`config.mk`:
```
export PLATFORM = sky130hd
export DESIGN_NAME = utf8_surrogate_replacer
export DESIGN_NICKNAME = d
export VERILOG_FILES = /design/src/usr_pkg.sv /design/src/usr_front.sv /design/src/usr_queue.sv /design/src/usr_back.sv /design/src/utf8_surrogate_replacer.sv
export VERILOG_INCLUDE_DIRS = /design/src /design/src/src
export SDC_FILE = /design/constraint.sdc
export NUM_CORES = 1
export LEC_CHECK = 0
export BUFFER_PORTS_ARGS = -buffer_cell sky130_fd_sc_hd__buf_2
export CORE_MARGIN = 10
export CORE_UTILIZATION = 28
export DETAILED_ROUTE_END_ITERATION = 10
export GPL_ROUTABILITY_DRIVEN = 0
export PLACE_DENSITY = 0.51
export SYNTH_ARGS = -nofsm -noshare
export SYNTH_HDL_FRONTEND = slang
export SYNTH_SLANG_ARGS = --single-unit
```
`constraint.sdc`:
```
create_clock -name clk -period 7.2 [get_ports clk]
set_input_delay 1.44 -clock clk [delete_from_list [all_inputs] [get_ports clk]]
set_output_delay 1.44 -clock clk [all_outputs]
set_load 0.05 [all_outputs]
```
`src/utf8_surrogate_replacer_defines.svh`:
```
// ----------------------------------------------------------------------------
// utf8 surrogate replacer assertion macros
// concurrent checks that compile away when SYNTHESIS is set
// ----------------------------------------------------------------------------
`ifndef UTF8_SURROGATE_REPLACER_DEFINES_SVH
`define UTF8_SURROGATE_REPLACER_DEFINES_SVH

`ifndef SYNTHESIS

// same-cycle implication
`define USR_ASSERT_IMP(label, clk, rst_n, ante, cons) \
	label: assert property (@(posedge clk) disable iff (!rst_n) (ante) |-> (cons)) \
		else $error("usr check failed");

// next-cycle implication
`define USR_ASSERT_NXT(label, clk, rst_n, ante, cons) \
	label: assert property (@(posedge clk) disable iff (!rst_n) (ante) |=> (cons)) \
		else $error("usr check failed");

`else

`define USR_ASSERT_IMP(label, clk, rst_n, ante, cons)
`define USR_ASSERT_NXT(label, clk, rst_n, ante, cons)

`endif

`endif

```
`src/usr_pkg.sv`:
```
// ----------------------------------------------------------------------------
// usr_pkg
// shared types and byte constants of the utf8 surrogate replacer
// ----------------------------------------------------------------------------
package usr_pkg;

	localparam logic [7:0] LEAD_BYTE = 8'hED;
	localparam logic [7:0] SECOND_LO = 8'hA0;
	localparam logic [7:0] CONT_LO   = 8'h80;
	localparam logic [7:0] CONT_HI   = 8'hBF;
	localparam logic [7:0] REPL_0    = 8'hEF;
	localparam logic [7:0] REPL_1    = 8'hBF;
	localparam logic [7:0] REPL_2    = 8'hBD;

	// what the front holds back
	typedef enum logic [1:0] {
		HOLD_NONE,
		HOLD_LEAD,
		HOLD_PAIR
	} hold_t;

	// up to three bytes released by one input item
	typedef struct packed {
		logic [1:0]      cnt;
		logic            last;
		logic [2:0][7:0] bytes;
	} burst_t;

endpackage

```
`src/usr_front.sv`:
```
// ----------------------------------------------------------------------------
// usr_front
// classifies each input item against the held prefix and builds a burst
// ----------------------------------------------------------------------------
`include "utf8_surrogate_replacer_defines.svh"

module usr_front (
	input  logic           clk,
	input  logic           arst_n,
	input  logic           accept,
	input  logic [7:0]     in_byte,
	input  logic           in_last,
	output logic           burst_wr,
	output usr_pkg::burst_t burst
);

	usr_pkg::hold_t hold_q;
	usr_pkg::hold_t hold_nxt;
	logic [7:0]     second_q;
	logic [7:0]     second_nxt;
	logic [1:0]     pre;
	logic           fresh;
	logic           is_lead;
	logic           is_second;
	logic           is_cont;

	assign is_lead   = in_byte == usr_pkg::LEAD_BYTE;
	assign is_second = (in_byte >= usr_pkg::SECOND_LO) && (in_byte <= usr_pkg::CONT_HI);
	assign is_cont   = (in_byte >= usr_pkg::CONT_LO) && (in_byte <= usr_pkg::CONT_HI);

	always_ff @(posedge clk or negedge arst_n) begin
		if (!arst_n) begin
			hold_q <= usr_pkg::HOLD_NONE;
		end else if (accept) begin
			hold_q <= hold_nxt;
		end
	end

	always_ff @(posedge clk) begin
		if (accept) begin
			second_q <= second_nxt;
		end
	end

	always_comb begin
		hold_nxt   = hold_q;
		second_nxt = second_q;
		burst      = '0;
		pre        = 2'd0;
		fresh      = 1'b1;
		case (hold_q)
			usr_pkg::HOLD_LEAD: begin
				if (is_second && !in_last) begin
					hold_nxt   = usr_pkg::HOLD_PAIR;
					second_nxt = in_byte;
					fresh      = 1'b0;
				end else begin
					burst.bytes[0] = usr_pkg::LEAD_BYTE;
					pre            = 2'd1;
				end
			end
			usr_pkg::HOLD_PAIR: begin
				if (is_cont) begin
					burst.bytes[0] = usr_pkg::REPL_0;
					burst.bytes[1] = usr_pkg::REPL_1;
					burst.bytes[2] = usr_pkg::REPL_2;
					burst.cnt      = 2'd3;
					burst.last     = in_last;
					hold_nxt       = usr_pkg::HOLD_NONE;
					fresh          = 1'b0;
				end else begin
					burst.bytes[0] = usr_pkg::LEAD_BYTE;
					burst.bytes[1] = second_q;
					pre            = 2'd2;
				end
			end
			default: begin
			end
		endcase
		if (fresh) begin
			if (is_lead && !in_last) begin
				hold_nxt  = usr_pkg::HOLD_LEAD;
				burst.cnt = pre;
			end else begin
				hold_nxt   = usr_pkg::HOLD_NONE;
				burst.cnt  = pre + 2'd1;
				burst.last = in_last;
				case (pre)
					2'd0:    burst.bytes[0] = in_byte;
					2'd1:    burst.bytes[1] = in_byte;
					default: burst.bytes[2] = in_byte;
				endcase
			end
		end
	end

	assign burst_wr = accept && (burst.cnt != 2'd0);

	`USR_ASSERT_NXT(a_last_clears_hold, clk, arst_n, accept && in_last, hold_q == usr_pkg::HOLD_NONE)
	`USR_ASSERT_IMP(a_pair_second_ok, clk, arst_n, hold_q == usr_pkg::HOLD_PAIR, second_q >= usr_pkg::SECOND_LO)

endmodule

```
`src/usr_queue.sv`:
```
// ----------------------------------------------------------------------------
// usr_queue
// short burst queue between the front and the back
// ----------------------------------------------------------------------------
`include "utf8_surrogate_replacer_defines.svh"

module usr_queue #(
	parameter int DEPTH = 4
) (
	input  logic            clk,
	input  logic            arst_n,
	input  logic            wr,
	input  usr_pkg::burst_t wr_data,
	output logic            full,
	input  logic            rd,
	output usr_pkg::burst_t rd_data,
	output logic            nonempty
);

	localparam int AW = (DEPTH > 1) ? $clog2(DEPTH) : 1;
	localparam int CW = $clog2(DEPTH + 1);

	usr_pkg::burst_t mem_q [DEPTH];
	logic [AW-1:0]   wr_ptr_q;
	logic [AW-1:0]   rd_ptr_q;
	logic [CW-1:0]   cnt_q;
	logic            do_wr;
	logic            do_rd;

	assign full     = cnt_q == CW'(DEPTH);
	assign nonempty = cnt_q != '0;
	assign do_wr    = wr && !full;
	assign do_rd    = rd && nonempty;
	assign rd_data  = mem_q[rd_ptr_q];

	always_ff @(posedge clk) begin
		if (do_wr) begin
			mem_q[wr_ptr_q] <= wr_data;
		end
	end

	always_ff @(posedge clk or negedge arst_n) begin
		if (!arst_n) begin
			wr_ptr_q <= '0;
			rd_ptr_q <= '0;
			cnt_q    <= '0;
		end else begin
			if (do_wr) begin
				wr_ptr_q <= (wr_ptr_q == AW'(DEPTH - 1)) ? '0 : wr_ptr_q + 1'b1;
			end
			if (do_rd) begin
				rd_ptr_q <= (rd_ptr_q == AW'(DEPTH - 1)) ? '0 : rd_ptr_q + 1'b1;
			end
			if (do_wr && !do_rd) begin
				cnt_q <= cnt_q + 1'b1;
			end else if (do_rd && !do_wr) begin
				cnt_q <= cnt_q - 1'b1;
			end
		end
	end

	`USR_ASSERT_IMP(a_cnt_bound, clk, arst_n, 1'b1, cnt_q <= CW'(DEPTH))
	`USR_ASSERT_NXT(a_wr_only_grows, clk, arst_n, do_wr && !do_rd, cnt_q == $past(cnt_q) + 1'b1)

endmodule

```
`src/usr_back.sv`:
```
// ----------------------------------------------------------------------------
// usr_back
// serializes queued bursts into single output bytes from a register
// ----------------------------------------------------------------------------
`include "utf8_surrogate_replacer_defines.svh"

module usr_back (
	input  logic            clk,
	input  logic            arst_n,
	input  logic            q_nonempty,
	input  usr_pkg::burst_t q_data,
	output logic            q_rd,
	input  logic            pop,
	output logic            empty,
	output logic [7:0]      out_byte,
	output logic            out_last
);

	usr_pkg::burst_t cur_q;
	logic            valid_q;
	logic [1:0]      idx_q;
	logic            done;
	logic            take;
	logic            load;

	assign done  = idx_q == (cur_q.cnt - 2'd1);
	assign take  = valid_q && pop;
	assign load  = q_nonempty && (!valid_q || (take && done));
	assign q_rd  = load;
	assign empty = !valid_q;

	always_comb begin
		case (idx_q)
			2'd0:    out_byte = cur_q.bytes[0];
			2'd1:    out_byte = cur_q.bytes[1];
			default: out_byte = cur_q.bytes[2];
		endcase
	end

	assign out_last = cur_q.last && done;

	always_ff @(posedge clk) begin
		if (load) begin
			cur_q <= q_data;
		end
	end

	always_ff @(posedge clk or negedge arst_n) begin
		if (!arst_n) begin
			valid_q <= 1'b0;
			idx_q   <= 2'd0;
		end else if (load) begin
			valid_q <= 1'b1;
			idx_q   <= 2'd0;
		end else if (take) begin
			if (done) begin
				valid_q <= 1'b0;
			end else begin
				idx_q <= idx_q + 2'd1;
			end
		end
	end

	`USR_ASSERT_IMP(a_cur_not_blank, clk, arst_n, valid_q, cur_q.cnt != 2'd0)
	`USR_ASSERT_NXT(a_stall_holds, clk, arst_n, valid_q && !pop, valid_q && (idx_q == $past(idx_q)))

endmodule

```
`src/utf8_surrogate_replacer.sv`:
```
// ----------------------------------------------------------------------------
// utf8_surrogate_replacer
// replaces three-byte utf8 encoded surrogates with EF BF BD in a byte stream
// ----------------------------------------------------------------------------
// input side: drive in_byte/in_last with push; an item is taken at a clock
//   edge with push high and full low. in_last marks the final stream byte
// output side: while empty is low, out_byte/out_last show the oldest byte;
//   pop high with empty low takes it. out_last marks the final output byte
// a byte that may start a surrogate (ED, then A0..BF) is held back until
//   the sequence completes or breaks; a last item flushes all held bytes
// an item that releases bytes writes its burst into the queue at the accepting
//   edge; the back register then loads it and shows its first byte for popping;
//   held bytes wait for the item that resolves them
// throughput: one item per cycle in while full is low, one byte per cycle
//   out while pop is high; the back register drains up to three bytes per burst
// a burst queue of QUEUE_DEPTH entries sits between the classifier and the
//   output serializer; when the receiver stalls the queue fills and full
//   rises, stopping input until pops free an entry
// reset: arst_n clears held bytes, the queue and the output register
// ----------------------------------------------------------------------------
module utf8_surrogate_replacer #(
	parameter int QUEUE_DEPTH = 4
) (
	input  logic       clk,
	input  logic       arst_n,
	input  logic       push,
	output logic       full,
	input  logic [7:0] in_byte,
	input  logic       in_last,
	input  logic       pop,
	output logic       empty,
	output logic [7:0] out_byte,
	output logic       out_last
);

	logic            accept;
	logic            burst_wr;
	usr_pkg::burst_t burst;
	logic            q_rd;
	logic            q_nonempty;
	usr_pkg::burst_t q_data;

	assign accept = push && !full;

	usr_front u_front (
		.clk      (clk),
		.arst_n   (arst_n),
		.accept   (accept),
		.in_byte  (in_byte),
		.in_last  (in_last),
		.burst_wr (burst_wr),
		.burst    (burst)
	);

	usr_queue #(
		.DEPTH (QUEUE_DEPTH)
	) u_queue (
		.clk      (clk),
		.arst_n   (arst_n),
		.wr       (burst_wr),
		.wr_data  (burst),
		.full     (full),
		.rd       (q_rd),
		.rd_data  (q_data),
		.nonempty (q_nonempty)
	);

	usr_back u_back (
		.clk        (clk),
		.arst_n     (arst_n),
		.q_nonempty (q_nonempty),
		.q_data     (q_data),
		.q_rd       (q_rd),
		.pop        (pop),
		.empty      (empty),
		.out_byte   (out_byte),
		.out_last   (out_last)
	);

endmodule
```
* Yosys cells after proc, flatten, opt, wreduce, memory -nomap -nowiden
Memories as Yosys holds them, arrays and structs flattened. A register that Yosys moved wholly into a read port is not among the register bits.
Cells that the tools add are included.
** Storage, ports and cells
- Word-level logic and storage cells :: 98
- Register bits :: 20
- Memories kept :: 1
- Memory bits (writable) :: 108
- Output and inout port bits :: 11
** Memories
- u_queue.mem_q :: depth 4, bits a word 27, rd ports 1, clocked after Yosys merged registers in 1, wr ports 1, line usr_queue.sv:23 : usr_pkg::burst_t mem_q [DEPTH];
** Cells by class
- Multiplexer cells :: 35
- Eq/ne operators :: 12
- Reduce and logical (&&, ||, !) cells :: 33
- $lt $le $gt $ge :: 3
- Add/sub/neg operators :: 7
** Operators by type and width (count)
- $mux W8 :: 4
- $pmux W8 S2 :: 2
- $mux W27 :: 1
- $mux W25 :: 1
- $mux W2 :: 10
- $mux W19 :: 1
- $ge A8 B8 Y1 const B :: 2
- $mux W16 :: 1
- $logic_and A1 B1 Y1 :: 14
- $mux W11 :: 1
- $mux W1 :: 9
- $add A2 B1 Y2 const B :: 4
- $eq A8 B8 Y1 const B :: 1
- $le A8 B8 Y1 const B :: 1
- $pmux W2 S2 :: 2
- $reduce_bool A2 Y1 :: 4
- $eq A2 B1 Y1 const B :: 3
- $eq A2 B2 Y1 const B :: 3
- $mux W3 :: 2
- $ne A3 B1 Y1 const B :: 2
- $reduce_bool A3 Y1 :: 2
- $logic_not A1 Y1 :: 5
- $logic_not A2 Y1 :: 2
- $reduce_and A2 Y1 :: 2
- other kinds (11) :: 11

* Longest topological paths before layout
Gate-level depths: netlist (run 1).
- Word-level depth :: 17
- Gate-level depth with buffers :: 14
- Mapped depth without buffers :: 14

* Cells and area by module
Synthesis (run 1) repeated with hierarchy kept, for this count alone.
** Second synthesis, totals
- Cells, all modules :: 369
- Area total of the unflattened synthesis :: 6536.3 sq um
** Modules (own cells, without submodules)
- usr_queue :: times used 1, cells each 178, area an instance 4360.4 sq um, sequential area each 3418.3 sq um
- usr_back :: times used 1, cells each 80, area an instance 1179.9 sq um, sequential area each 885.8 sq um
- usr_front :: times used 1, cells each 110, area an instance 982.2 sq um, sequential area each 290.3 sq um
- utf8_surrogate_replacer :: times used 1, cells each 1, area an instance 13.8 sq um, sequential area each 0.0 sq um

* Worst setup path before layout (run 1)
OpenSTA, ideal clock, no wires.
- Path kind :: input to register
- Start point :: input in_byte[7]
- End point :: register u_queue.cnt_q[1]
- Arrival time :: 3869 ps
- Setup slack :: 3206 ps
- Path buffers :: 0
- Cell stages on the path :: 11
- Cells stage by stage :: or2b_4 > o21a_4 > nand2_1 > ha_1 > or3_1 > a31oi_4 > inv_1 > ha_1 > inv_1 > fa_1 > mux2_2
** On the way
- Longest elaborated chain between the ends :: 14
- Elaborated cells between the ends (all ways) :: 27
** Ends and longest elaborated chain
- from (decl) :: line utf8_surrogate_replacer.sv:28 : input logic [7:0] in_byte,
- $ge A8 B8 Y1 or $le A8 B8 Y1 (tied branches) :: line usr_front.sv:28, usr_front.sv:29
- $logic_and A1 B1 Y1 :: line usr_front.sv:28 : assign is_second = (in_byte >= usr_pkg::SECOND_LO) && (in_byte <= usr_pkg::CONT_HI);
- $logic_and A1 B1 Y1 :: line usr_front.sv:53 : if (is_second && !in_last) begin
- $mux W1 :: line usr_front.sv:53
- $pmux W2 S2 :: line usr_front.sv:51 : case (hold_q)
- $add A2 B1 Y2 :: line usr_front.sv:86 : burst.cnt = pre + 2'd1;
- $mux W2 :: line usr_front.sv:81 : if (is_lead && !in_last) begin
- $mux W27 (*) :: line usr_front.sv:80 : if (fresh) begin
- $reduce_bool A2 Y1 (*) :: line usr_front.sv:97 : assign burst_wr = accept && (burst.cnt != 2'd0);
- $logic_and A1 B1 Y1 (*) :: line usr_front.sv:97
- $logic_and A1 B1 Y1 (*) :: line usr_queue.sv:32 : assign do_wr = wr && !full;
- via u_queue.do_wr :: line usr_queue.sv:27 : logic do_wr;
- $logic_not A1 Y1 :: line usr_queue.sv:56 : end else if (do_rd && !do_wr) begin
- $logic_and A1 B1 Y1 :: line usr_queue.sv:56
- $reduce_bool A2 Y1 (no line)
- to (signal assigned) :: line usr_queue.sv:55 : cnt_q <= cnt_q + 1'b1;
- to (signal assigned) :: line usr_queue.sv:57 : cnt_q <= cnt_q - 1'b1;
- to (decl) :: line usr_queue.sv:26 : logic [CW-1:0] cnt_q;
The timed path passes the listed nets; every way through them passes the cells marked *.
A chain may end at the register's enable or synchronous reset.

* Worst setup path after layout (run 1)
- Start point :: register u_back.idx_q[0]
- End point :: output out_byte[6]
** On the way
- Longest elaborated chain between the ends :: 2
- Elaborated cells between the ends (all ways) :: 3
** Ends and longest elaborated chain
- from (decl) :: line usr_back.sv:21 : logic [1:0] idx_q;
- from (signal assigned) :: line usr_back.sv:59 : idx_q <= idx_q + 2'd1;
- $eq A2 B1 Y1 or $logic_not A2 Y1 (tied branches) :: line usr_back.sv:33 : case (idx_q)
- $pmux W8 S2 (*) :: line usr_back.sv:33
- to (decl) :: line utf8_surrogate_replacer.sv:32 : output logic [7:0] out_byte,
Every way passes the cells marked *; elsewhere a longest branch is shown, timed or not.

==> results.txt, run 1 <==
The number of pins with negative max-slew slack in the final report is 0. The root buffer cell chosen for the clock tree is clkbuf_16. The floorplan step defined a core boundary enclosing 22600 um^2. After synthesis, the mean cell area works out to between 15 and 20 um^2. The synthesized design spends more area on one cell type than any other, namely edfxtp_1.

Detailed placement ended at an HPWL of 8.31 mm. Synthesis handed over a netlist of 374 instances. Setup repair after global routing left no endpoint under its margin. The starting utilization of the core area came out at ~28%.

Setup violations remaining at the end of the flow were counted as 0. After detailed routing, the number of remaining DRC violations is 0. The number of buffers created by CTS came out at 17. The die is between 150 and 200 um wide. In the final routed layout, each cell accounts on average for 18.1 um. The post-synthesis net count came out at 400. The number of antenna diodes came out at 0. The netlist area before placement is 6430 um^2. Yosys instantiated no cell more often than edfxtp_1. The path class of the tightest hold or removal check is flop to flop. The number of gates resized after cts is 0. The maximum vdd drop is roughly 0.00019 V. The kind of cell with the highest combined delay along the critical path is simple AND/OR/NAND/NOR gates.

The endpoint arrival time on the critical path is 2490 ps. The die height is 172 um. TritonCTS built the clock tree.

Of all flip-flops after synthesis, the portion carrying an async set or reset was 7.74%. The maximum cell stage delay along the critical path came out at between 600 and 700 ps. The most numerous cell type found on the critical path is nand2_1. The count of TritonRoute iterations in the first routing pass came out at 4. The post-route clock period utilization came out at 54.6%. Clock skew on the completed layout was measured at about 5.8 ps. The normalized max-slew margin is 32.8%. The total instance count after detailed placement came out at ~680. The first routing iteration left roughly 210 violations. The post-synthesis to final-layout area growth came out at 16.0%. The most used flip-flop cell after synthesis is edfxtp_1. The type of the setup path with the least slack is flop to primary output.

The clock slew at the register clock pins of the worst setup and hold paths is approximately 60 ps. The buffer levels on the longest clock path came out at 2. After the flow finishes, the layout carries non-filler instances totaling approximately 710. In this run the worst path has a maximum fanout of 9. The buffering stage count on the worst path with inverters included is 2. Dividing the detail-routed via count by the number of cells gives between 4 and 5.

The number of clock sinks seen by CTS came out at roughly 160. The flow ran to the end, and the final reports show no timing, DRC or antenna violations. The total setup buffers inserted after CTS came out at 0. The number of nets in the layout is between 400 and 500. The number of synthesized register bits is roughly 160.

Max-cap violations in this run came to 0. The slowest stage of the critical path is the nor2_1 cell. The critical path goes through inv_1 -> ha_1 -> nor2_1 -> nand2_1 -> nand2_1 -> buf_2.

The global route total overflow came out at 0. The finished layout cell area is 7460 um^2. The final core area utilization is between 30% and 40%. The power density relative to cell area is 423 nW/um^2. The site row count came out at 55. Clock latency on the worst-skew pair, taken at its later pin, is between 400 and 500 ps. The area of the die is 29400 um^2. Static timing analysis puts the maximum clock frequency at 254 MHz. The share of the synthesized area in the top cell type is roughly two thirds. Hold repair after CTS inserted 0 buffers. The maximum number of pins on one net before global-route repair is 31.

The actual transition at the worst max-transition pin came out at between 1000 and 1500 ps. The number of buffers inserted by port buffering is 23. Before CTS, the worst setup slack after placement is around 2900 ps. The category of the worst setup path capture point is a primary output. The final setup TNS came out at 0 ps. The first global-routing pass estimated 20.1 mm of wire. On the final layout, the worst hold slack is 493 ps.

The commonest cells after synthesis are edfxtp_1 (143), nand2_1 (38), mux4_2 (27), o21ai_0 (19), inv_1 (14). After synthesis, the cell types taking the most area are edfxtp_1 (67%), mux4_2 (9.4%), dfrtp_1 (4.7%). The count of endpoints failing hold in the final timing report came to 0. The total track usage came out at a little under a tenth. The routed layout has about 3300 vias. The number of antenna-violating nets in the routed design came out at 0. Overall power consumption after layout is estimated at about 3.2 mW. The number of top-level design ports is 24. In this run the cell area measured after placement is roughly 6900 um^2. In the final layout, the share of cells above drive strength 1 is about 25%.

The via count of the first global-routing pass is between 3000 and 4000. The time the final worst path needs with I/O delays and setup came out at around 3900 ps. The number of levels the H-tree was split into came out at 4. The number of synthesis warnings came out at 0. The slack of the critical path came out at roughly 3300 ps. The count of unique library cells instantiated by Yosys is 46. The wire length reported by the detailed router is between 10 and 15 mm. The required time at the endpoint of the critical path is roughly 5800 ps. The worst-case register-to-register setup slack came out at between 3000 and 4000 ps. The worst setup path is launched from a flop. The synthesized design contains ~140 enable-type register cells. The number of antenna violations at the first check in global routing came to 0. For this run, the register share of the synthesized area comes to 71.4%.

The analysis attributes to cell leakage a power of between 2 and 3 nW.
worst register-to-register path, cell delays in order, from the launching register on:
cell and delay [ps]:
dfrtp_1 390, inv_1 60, ha_1 420, nor2b_1 290
nand2_1 150, ha_1 330, or3_1 420, a31oi_4 250
inv_1 70, ha_1 200, inv_1 70, fa_1 400
mux2_2 270
path summary, 6_finish.rpt:
check                                       start             endpoint  cells after the start
worst max-delay path              u_back.idx_q[0]          out_byte[6]                      6
worst min-delay path             u_queue.cnt_q[2]     u_queue.cnt_q[2]                      1
worst max register to register  u_front.hold_q[0]     u_queue.cnt_q[1]                     12
worst min register to register   u_queue.cnt_q[2]     u_queue.cnt_q[2]                      1
max in group asynchronous                  arst_n  u_queue.rd_ptr_q[0]                      1
min in group asynchronous                  arst_n    u_front.hold_q[0]                      1
report_power, final:
group          internal (mW)  leakage (nW)  switching (mW)
sequential              1.28          1.46           0.110
combinational          0.341         0.868           0.578
clock                  0.482         0.266           0.366
total                   2.10          2.60            1.05
registers in the layout (all words and copies together), names as in the netlist:
register,cells
u_queue.mem_q,108
u_queue.wr_ptr_q,2
u_front.hold_q,2
u_back.idx_q,2
u_queue.rd_ptr_q,2
u_back.cur_q,27
u_front.second_q,8
u_back.valid_q,1
u_queue.cnt_q,3
kinds of logic after synthesis:
logic type	Yosys count	share of synthesized area [%]
fa+ha+maj	13	2.64
mux	33	10.5
simple gates	80	6.24
xor+xnor	4	0.545
compound gates	63	6.98
buf+inv	26	1.71
flops	155	71.4
per-layer routing:
metal | GRT usage [%] | up-vias | wire [um]
li1 | - | 1530 | -
met1 | 12.4 | 1640 | 6170
met2 | 14.1 | 78 | 5850
met3 | 2.66 | 9 | 647
met4 | 3.06 | 0 | 114
met5 | 0 | - | 0
final cells by class:
class                      count  area [um^2]
fill                        2142        15200
inverter                      14         52.6
tap                          285          357
clock inverter                14          138
multi-input combinational    193         1730
sequential                   155         4600
clock buffer                  18          429
timing repair buffer          29          160
cells in the final DEF (no fill, tap or decap), types with 2 or more instances in the layout:
cell type,Yosys,routed
mux4_2,27,27
nand2b_1,4,4
o31ai_1,3,3
a22o_1,2,2
clkbuf_16,0,17
nor3_1,4,4
and3_1,2,2
a22oi_1,9,9
and2_1,3,3
mux2_2,5,5
edfxtp_1,143,143
nor2b_1,4,4
o21ai_0,19,19
nor2_1,13,13
clkinv_4,0,3
o21a_4,2,2
o21ai_2,3,3
a21oi_1,7,7
xor2_1,2,2
inv_6,0,4
nand2_1,38,38
inv_1,14,14
and2b_1,4,4
o22ai_1,5,5
ha_1,12,12
a21o_1,6,6
buf_2,2,23
buf_4,0,6
xnor2_1,2,2
dfrtp_1,12,11
clkinvlp_4,0,4
(Power assumes the default switching activity.)
==> run 2: changes to the inputs <==
- PLACE_DENSITY: 0.51 -> 0.53
- clock period: 7.2 -> 3.55 ns (I/O delays scaled with it)
==> run 2 against run 1 <==
Compared with the run above: sequential share of layout area fell by 0.62 points; clock skew rose by 2.6 ps; combinational power rose by 110%; global-route usage barely moved; critical path depth rose by 6; total power rose by 110%; worst setup slack got worse by 3000 ps; critical endpoint is now u_queue.cnt_q[1]; highest routed layer unchanged.
==> results.txt, run 2 (same netlist as run 1, synthesis figures left out) <==
The flow ran to the end, and the final reports show no timing, DRC or antenna violations. 24 I/O pins were placed. The die height came out at 172 um.

The remaining design rule violation count came out at 0. The number of clock sinks seen by CTS came out at between 150 and 200. The clock slew at the register clock pins of the worst setup and hold paths came out at ~60 ps. On the critical path, the stage with the largest delay is an instance of or3_1. The largest registers in the layout are u_queue.mem_q: 108 flops, u_back.cur_q: 27 flops, u_front.second_q: 8 flops.

The worst setup path is captured at a flop. The number of antenna-violating nets in the routed design came out at 0. The half-perimeter wire length after detailed placement is between 8 and 9 mm. The maximum cell stage delay along the critical path is approximately 420 ps. The final setup TNS came out at 0 ps.

Among cell families on the critical path, the largest total delay comes from adder cells. The count of TritonRoute iterations in the first routing pass came out at 5. The worst-case register-to-register setup slack came out at 290 ps.

The post-route clock period utilization came out at 91.8%. The final setup violation count is 0. The core region area came out at between 20000 and 25000 um^2.

The average wire per cell in the routed design is 17.9 um. The post-cts hold buffer count came out at 0. The count of endpoints failing hold in the final timing report came out at 0. Detailed routing inserted a total of 3339 vias. The wire length reported by the detailed router came out at between 10 and 15 mm.

The number of buffers created by CTS came out at 17. The time the final worst path needs with I/O delays and setup came out at between 3000 and 4000 ps. TritonCTS built the clock tree.

The critical path goes through inv_1 -> ha_1 -> nor2b_1 -> nand2_1 -> ha_1 -> or3_1 -> a31oi_4 -> inv_1 -> ha_1 -> inv_1 -> fa_1 -> mux2_2. The area of the die is approximately 29000 um^2. The cell count of the worst reg-to-reg path came out at 12. After clock tree synthesis, the repair step resized 0 gates. The maximum vdd drop came out at about 0.00035 V. The global route total overflow came out at 0.

The via count of the first global-routing pass came out at around 3400. The tightest hold path in the finished design has a slack of 171 ps. The max-capacitance violation count came out at 0. The post-route netlist has approximately 26% of its cells at a drive strength greater than 1. The number of antenna violations at the first check in global routing is 0. The wire length of the first global-routing pass came out at between 20 and 25 mm.

The worst-skew pair later-pin latency came out at approximately 420 ps. The register with the most flip-flops in the layout has between 100 and 150 of them. The x dimension of the die is roughly 170 um. The pre-CTS setup slack is approximately 80 ps. The slack of the critical path is about 290 ps. Leaving out fill and tap cells, the most frequent cells in the layout are edfxtp_1 (143), nand2_1 (38), mux4_2 (27), buf_2 (23), o21ai_0 (19). In this run the tool buffered the top-level ports with 23 buffer cells. The worst setup path is of the flop to flop kind. The post-detailed-placement cell area came out at about 7000 um^2. The post-synthesis to final-layout area growth is 17.1%. The final-layout fill cell count is about 2100. The buffer levels on the longest clock path came out at 2. The standby leakage power came out at between 2 and 3 nW. The tightest min-delay check is of the primary input to asynchronous set/reset pin type. The launching instance or port of the critical path is u_front.hold_q[0]. The total setup buffers inserted after CTS is 0. The kind of start point of the critical path is a flop. The maximum number of pins on one net before global-route repair came out at 30.

Power spread over the standard cell area amounts to ~860 nW/um^2. Leaving out fill and tap cells, the most frequent cell in the layout is edfxtp_1. The worst reg2reg path startpoint is u_front.hold_q[0]. The number of nets in the layout is ~450.

The number of pins with negative max-slew slack in the final report was 0. The achievable clock frequency is between 300 and 400 MHz. In this run the number of cells on the critical path is 12. The starting utilization of the core area came out at between 20% and 30%. The site row count is 55. Setup repair after global routing left no endpoint under its margin. The number of design-rule violations left by the first detailed-router iteration came out at around 300. The number of antenna diodes is 0.

In the routed layout, each cell is associated on average with a via count of 4.66. CTS placed an instance of clkbuf_16 at the clock tree root. The critical path contains buffers and inverters numbering 3 combined. The endpoint arrival time on the critical path is between 3000 and 4000 ps. At the pin with the least slew margin, the transition time is approximately 700 ps.

The number of levels the H-tree was split into came out at 4. The maximum net fanout on the critical path came out at 5. The register with the most flip-flops is u_queue.mem_q. Headroom to the max-slew limit came out at between 50% and 60%.

Across every metal layer, demand over resource in global routing totals about 9.3%. The clock tree skew after final layout came out at ~8.4 ps. The required time at the endpoint of the critical path came out at slightly below 4000 ps. The finished layout cell area came out at 7540 um^2.
[run 2: per-stage QoR]
stage,cells,utilization [%],power [mW]
4_1_cts,717,33.3,6.60
3_5_place_dp,685,30.8,4.85
5_1_grt,717,33.3,6.85
6_report,717,33.3,6.50
2_1_floorplan,374,-,4.21
3_3_place_gp,685,30.8,4.78
[run 2: worst paths after layout]
kind / to
worst min register to register: u_queue.cnt_q[2]
min in group clk: u_queue.cnt_q[2]
worst min-delay path: u_queue.cnt_q[1]
worst max-delay path: u_queue.cnt_q[1]
max in group asynchronous: u_queue.rd_ptr_q[0]
worst max register to register: u_queue.cnt_q[1]
[run 2: per-layer routing]
metal,global-route usage [%],share of wire (%)
met1,12.5,48
met2,14.0,47
met3,2.52,4.7
met4,3.29,1.0
met5,0,0
[run 2: layout make-up]
class                   count  area, um^2  area share [%]
flip-flops and latches    155        4600            61.0
clock buffers              18         429            5.69
inverters                  14        52.6           0.697
repair buffers             38         228            3.02
multi-input cells         193        1730            23.0
clock inverters            14         146            1.94
well taps                 285         357            4.73
[run 2: worst register-to-register path, cell delays in order (launching register included)]
cell	delay (ps)
dfrtp_1	380
inv_1	60
ha_1	380
nor2b_1	250
nand2_1	160
ha_1	330
or3_1	420
a31oi_4	180
inv_1	60
ha_1	210
inv_1	70
fa_1	390
mux2_2	260
[run 2: power by group]
group          leakage (nW)  switching (mW)  total [mW]  internal, mW
registers              1.46           0.181        2.78          2.60
clock network         0.278           0.712        1.75          1.04
logic                 0.913            1.24        1.97         0.729
total                  2.65            2.14        6.50          4.37
==> run 3: changes to the inputs <==
- ABC_AREA: default -> 1
==> run 3 against run 2 <==
Compared with the run above: critical path depth up 7; largest cell class unchanged; wire length up 8.5%; worst hold slack better by 4.3 ps; non-clock buffer count down 2.
==> results.txt, run 3 <==
The most frequently used cell type in the post-synthesis netlist is edfxtp_1. The endpoint of the worst-slack reg-to-reg timing path is u_queue.cnt_q[2]. The number of buffers inserted by port buffering came out at 23. In the final layout, the share of cells above drive strength 1 is 12.8%. The core region area came out at roughly 23000 um^2. The clock tree skew after final layout came out at approximately 10 ps. In this run the deepest clock path goes through 2 buffers. The count of TritonRoute iterations in the first routing pass came out at 5.

The normalized max-slew margin is 51.8%. The maximum number of pins on one net before global-route repair came out at 55. The number of antenna violations at the first check in global routing was 0. The worst-skew pair later-pin latency came out at between 400 and 500 ps.

For this design the ratio of total power to cell area is around 850 nW/um^2. Leaving out fill and tap cells, the most frequent cells in the layout are edfxtp_1 (143), nor2_1 (77), o21ai_0 (77), nand2_1 (59), inv_1 (43). For the final routed database, the setup TNS stands at 0 ps.

The number of synthesis warnings came out at 0. The register with the most flip-flops in the layout has 108 of them. Summing the sequential cell areas from Yosys gives between 70% and 80% of the chip area.

In the synthesized netlist the dominant register cell turns out to be edfxtp_1. The via count of the first global-routing pass is between 4000 and 5000. The number of nets in the layout is 592.

The async set or reset register ratio after synthesis is under 10%. The number of design-rule violations left by the first detailed-router iteration is about 260. Of all cell types, the one taking the most synthesized area is edfxtp_1.

The number of antenna diodes came out at 0. For this run the aggregate overflow at the end of global routing stands at 0. The endpoint arrival time on the critical path came out at approximately 3400 ps. Dividing the detail-routed wire length by the instance count gives about 16 um. The number of clock sinks seen by CTS is 155. The total number of vias is between 4000 and 5000. After synthesis, the netlist uses 31 different library cells. Synthesis handed over a netlist of 533 instances.

The number of synthesized register bits is between 150 and 200. Once the clock tree was built, the resizer swapped 0 gates to a different size. Setup violations remaining at the end of the flow were counted as 0. The most repeated library cell on the critical path is inv_1. The clock slew at the register clock pins of the worst setup and hold paths is ~60 ps. The worst-case register-to-register setup slack is roughly 440 ps. Along the worst path, the maximum fanout reaches 7.

The number of top-level design ports is 24. The flow ran to the end, and the final reports show no timing, DRC or antenna violations. Walking the worst path, the cells encountered are inv_1 -> ha_1 -> inv_1 -> nand2_1 -> nor2_1 -> inv_1 -> ha_1 -> nand2_1 -> nand2_1 -> nand2_4 -> nand3_4 -> nand2_4 -> inv_1 -> ha_1 -> inv_1 -> fa_1 -> a21oi_1 -> o21ai_0 -> xor2_1. The area of the die came out at 29700 um^2. Setup repair after global routing left no endpoint under its margin.

The share of the synthesized area in the top cell type is between 60% and 70%. The synthesized area divided by synthesized cell count is between 10 and 15 um^2. The post-synthesis net count came out at 559. Following the worst setup path forward leads to its endpoint at u_queue.cnt_q[2]. Clock tree synthesis selected as its root buffer the cell clkbuf_16. The kind of start point of the critical path is a flop. By area the synthesized netlist is led by edfxtp_1 (66%), o21ai_0 (5.9%), dfrtp_1 (4.6%). The post-cts hold buffer count is 0.

The total track usage came out at about a tenth. The category of the worst setup path capture point is a flop. The netlist area before placement came out at between 6000 and 7000 um^2. The floorplan has 55 rows. Ranked by flip-flop count, first place goes to u_queue.mem_q. For this run, the slowest stage of the critical path takes between 300 and 400 ps. The worst hold path belongs to the class primary input to asynchronous set/reset pin. The standby leakage power came out at 2.77 nW. IR analysis of the VDD net gives a maximum drop of between 0.0003 and 0.0004 V.

The number of pins with negative max-slew slack in the final report is 0. The wire length reported by the detailed router came out at ~14 mm. The number of levels the H-tree was split into is 4. The standard cell with the maximum stage delay on the critical path is fa_1. The required time at the endpoint of the critical path came out at between 3000 and 4000 ps.

In the routed layout, each cell is associated on average with a via count of 4.53. The starting utilization of the core area came out at between 20 and 30%. By count the netlist is led by edfxtp_1 (143), nor2_1 (80), o21ai_0 (77), nand2_1 (59), inv_1 (43).

In this run the critical register-to-register path is launched from u_front.hold_q[0]. The wire length of the first global-routing pass is approximately 22 mm. The achievable clock frequency came out at 322 MHz. At the pin with the least slew margin, the transition time is slightly above 700 ps.

Final hold analysis gives a worst-case slack of ~180 ps. The type of the setup path with the least slack is flop to flop. After detailed routing, the number of remaining DRC violations is 0.

The die height is 172 um. The count of endpoints failing hold in the final timing report is 0. The worst path needs around 3100 ps of the cycle, external delays included.

The CTS tree is done. Counting flops with a built-in enable in the synthesized netlist gives about 140. The number of buffers created by CTS came out at 17. After layout, the worst path uses slightly below 90% of the clock period.

The floorplan step set the die width to around 170 um. The largest registers in the layout are u_queue.mem_q: 108 flops, u_back.cur_q: 27 flops, u_front.second_q: 8 flops. Once detailed placement completed, the half-perimeter wirelength came to 8.96 mm. The cell count of the worst reg-to-reg path is 19. The tool flagged a number of max-cap violations equal to 0. The total setup buffers inserted after CTS came out at 0. The critical path starts at u_front.hold_q[0]. The most common library cell in the layout ignoring fill and taps is edfxtp_1. The area growth from synthesis to layout is 16.0%. The number of antenna-violating nets in the routed design is 0.
[run 3: cell count changes in the layout (fill, tap and decap cells not counted), moves of 6 or more]
cell | before | now
inv_1 | 14 | 43
nor2_2 | 0 | 6
o22ai_1 | 5 | 27
a21o_1 | 6 | 0
nand2_1 | 38 | 59
nor2_1 | 13 | 77
o21ai_0 | 19 | 77
o211ai_1 | 1 | 7
mux4_2 | 27 | 0
nand3_1 | 1 | 11
[run 3: metal layers]
| metal | track usage [%] | vias to the layer above | wire [um] |
|---|---|---|---|
| met5 | 0 | - | 0 |
| met4 | 3.37 | 0 | 135 |
| met3 | 2.39 | 15 | 585 |
| met2 | 16.6 | 96 | 7070 |
| met1 | 12.0 | 1959 | 6170 |
| li1 | - | 1958 | - |
[run 3: worst min path at each step]
stage	from	end	slack, ps
detailed placement	u_queue.cnt_q[2]	u_back.valid_q	480
CTS	arst_n	u_queue.cnt_q[2]	170
finish	arst_n	u_queue.cnt_q[2]	180
global placement	u_queue.cnt_q[2]	u_back.valid_q	470
floorplan	arst_n	u_back.idx_q[0]	410
global route	arst_n	u_queue.cnt_q[2]	180
[run 3: through the flow]
step	setup WS [ps]	total power [mW]	util [%]	instance area [um^2]	cells
after floorplan	235	4.18	-	6510	533
after global placement	457	4.80	30.8	7010	860
after detailed placement	352	4.86	30.8	7010	860
after CTS	410	6.51	33.1	7550	889
after global routing	246	6.84	33.1	7550	889
final	444	6.41	33.1	7550	889
[run 3: area by class of cell]
type | count | area [um^2]
inverter | 45 | 169
tap | 313 | 392
clock buffer | 19 | 433
timing repair buffer | 36 | 213
clock inverter | 10 | 104
multi-input combinational | 311 | 1650
sequential | 155 | 4590
fill | 2271 | 15200
[run 3: kinds of logic after synthesis]
family,count (synthesis),share of synthesized area [%]
simple gates,161,10.6
flops,155,70.6
compound gates,132,11.3
buf+inv,67,4.25
fa+ha+maj,13,2.61
xor+xnor,4,0.538
mux,1,0.173
[run 3: power breakdown]
| group | switching (mW) | internal, mW |
|---|---|---|
| clock network | 0.633 | 1.01 |
| logic | 1.52 | 0.561 |
| registers | 0.119 | 2.58 |
| total | 2.27 | 4.15 |
[run 3: critical path: cells and delay by family, from the launching register on]
kind	cells	cell delay, ps
and+or+nand+nor	7	650
DFF	1	350
xor gates and xnor gates	1	150
AOI/OAI and AO/OA	2	270
adders and majority gates	4	1120
buffers and inverters	5	440
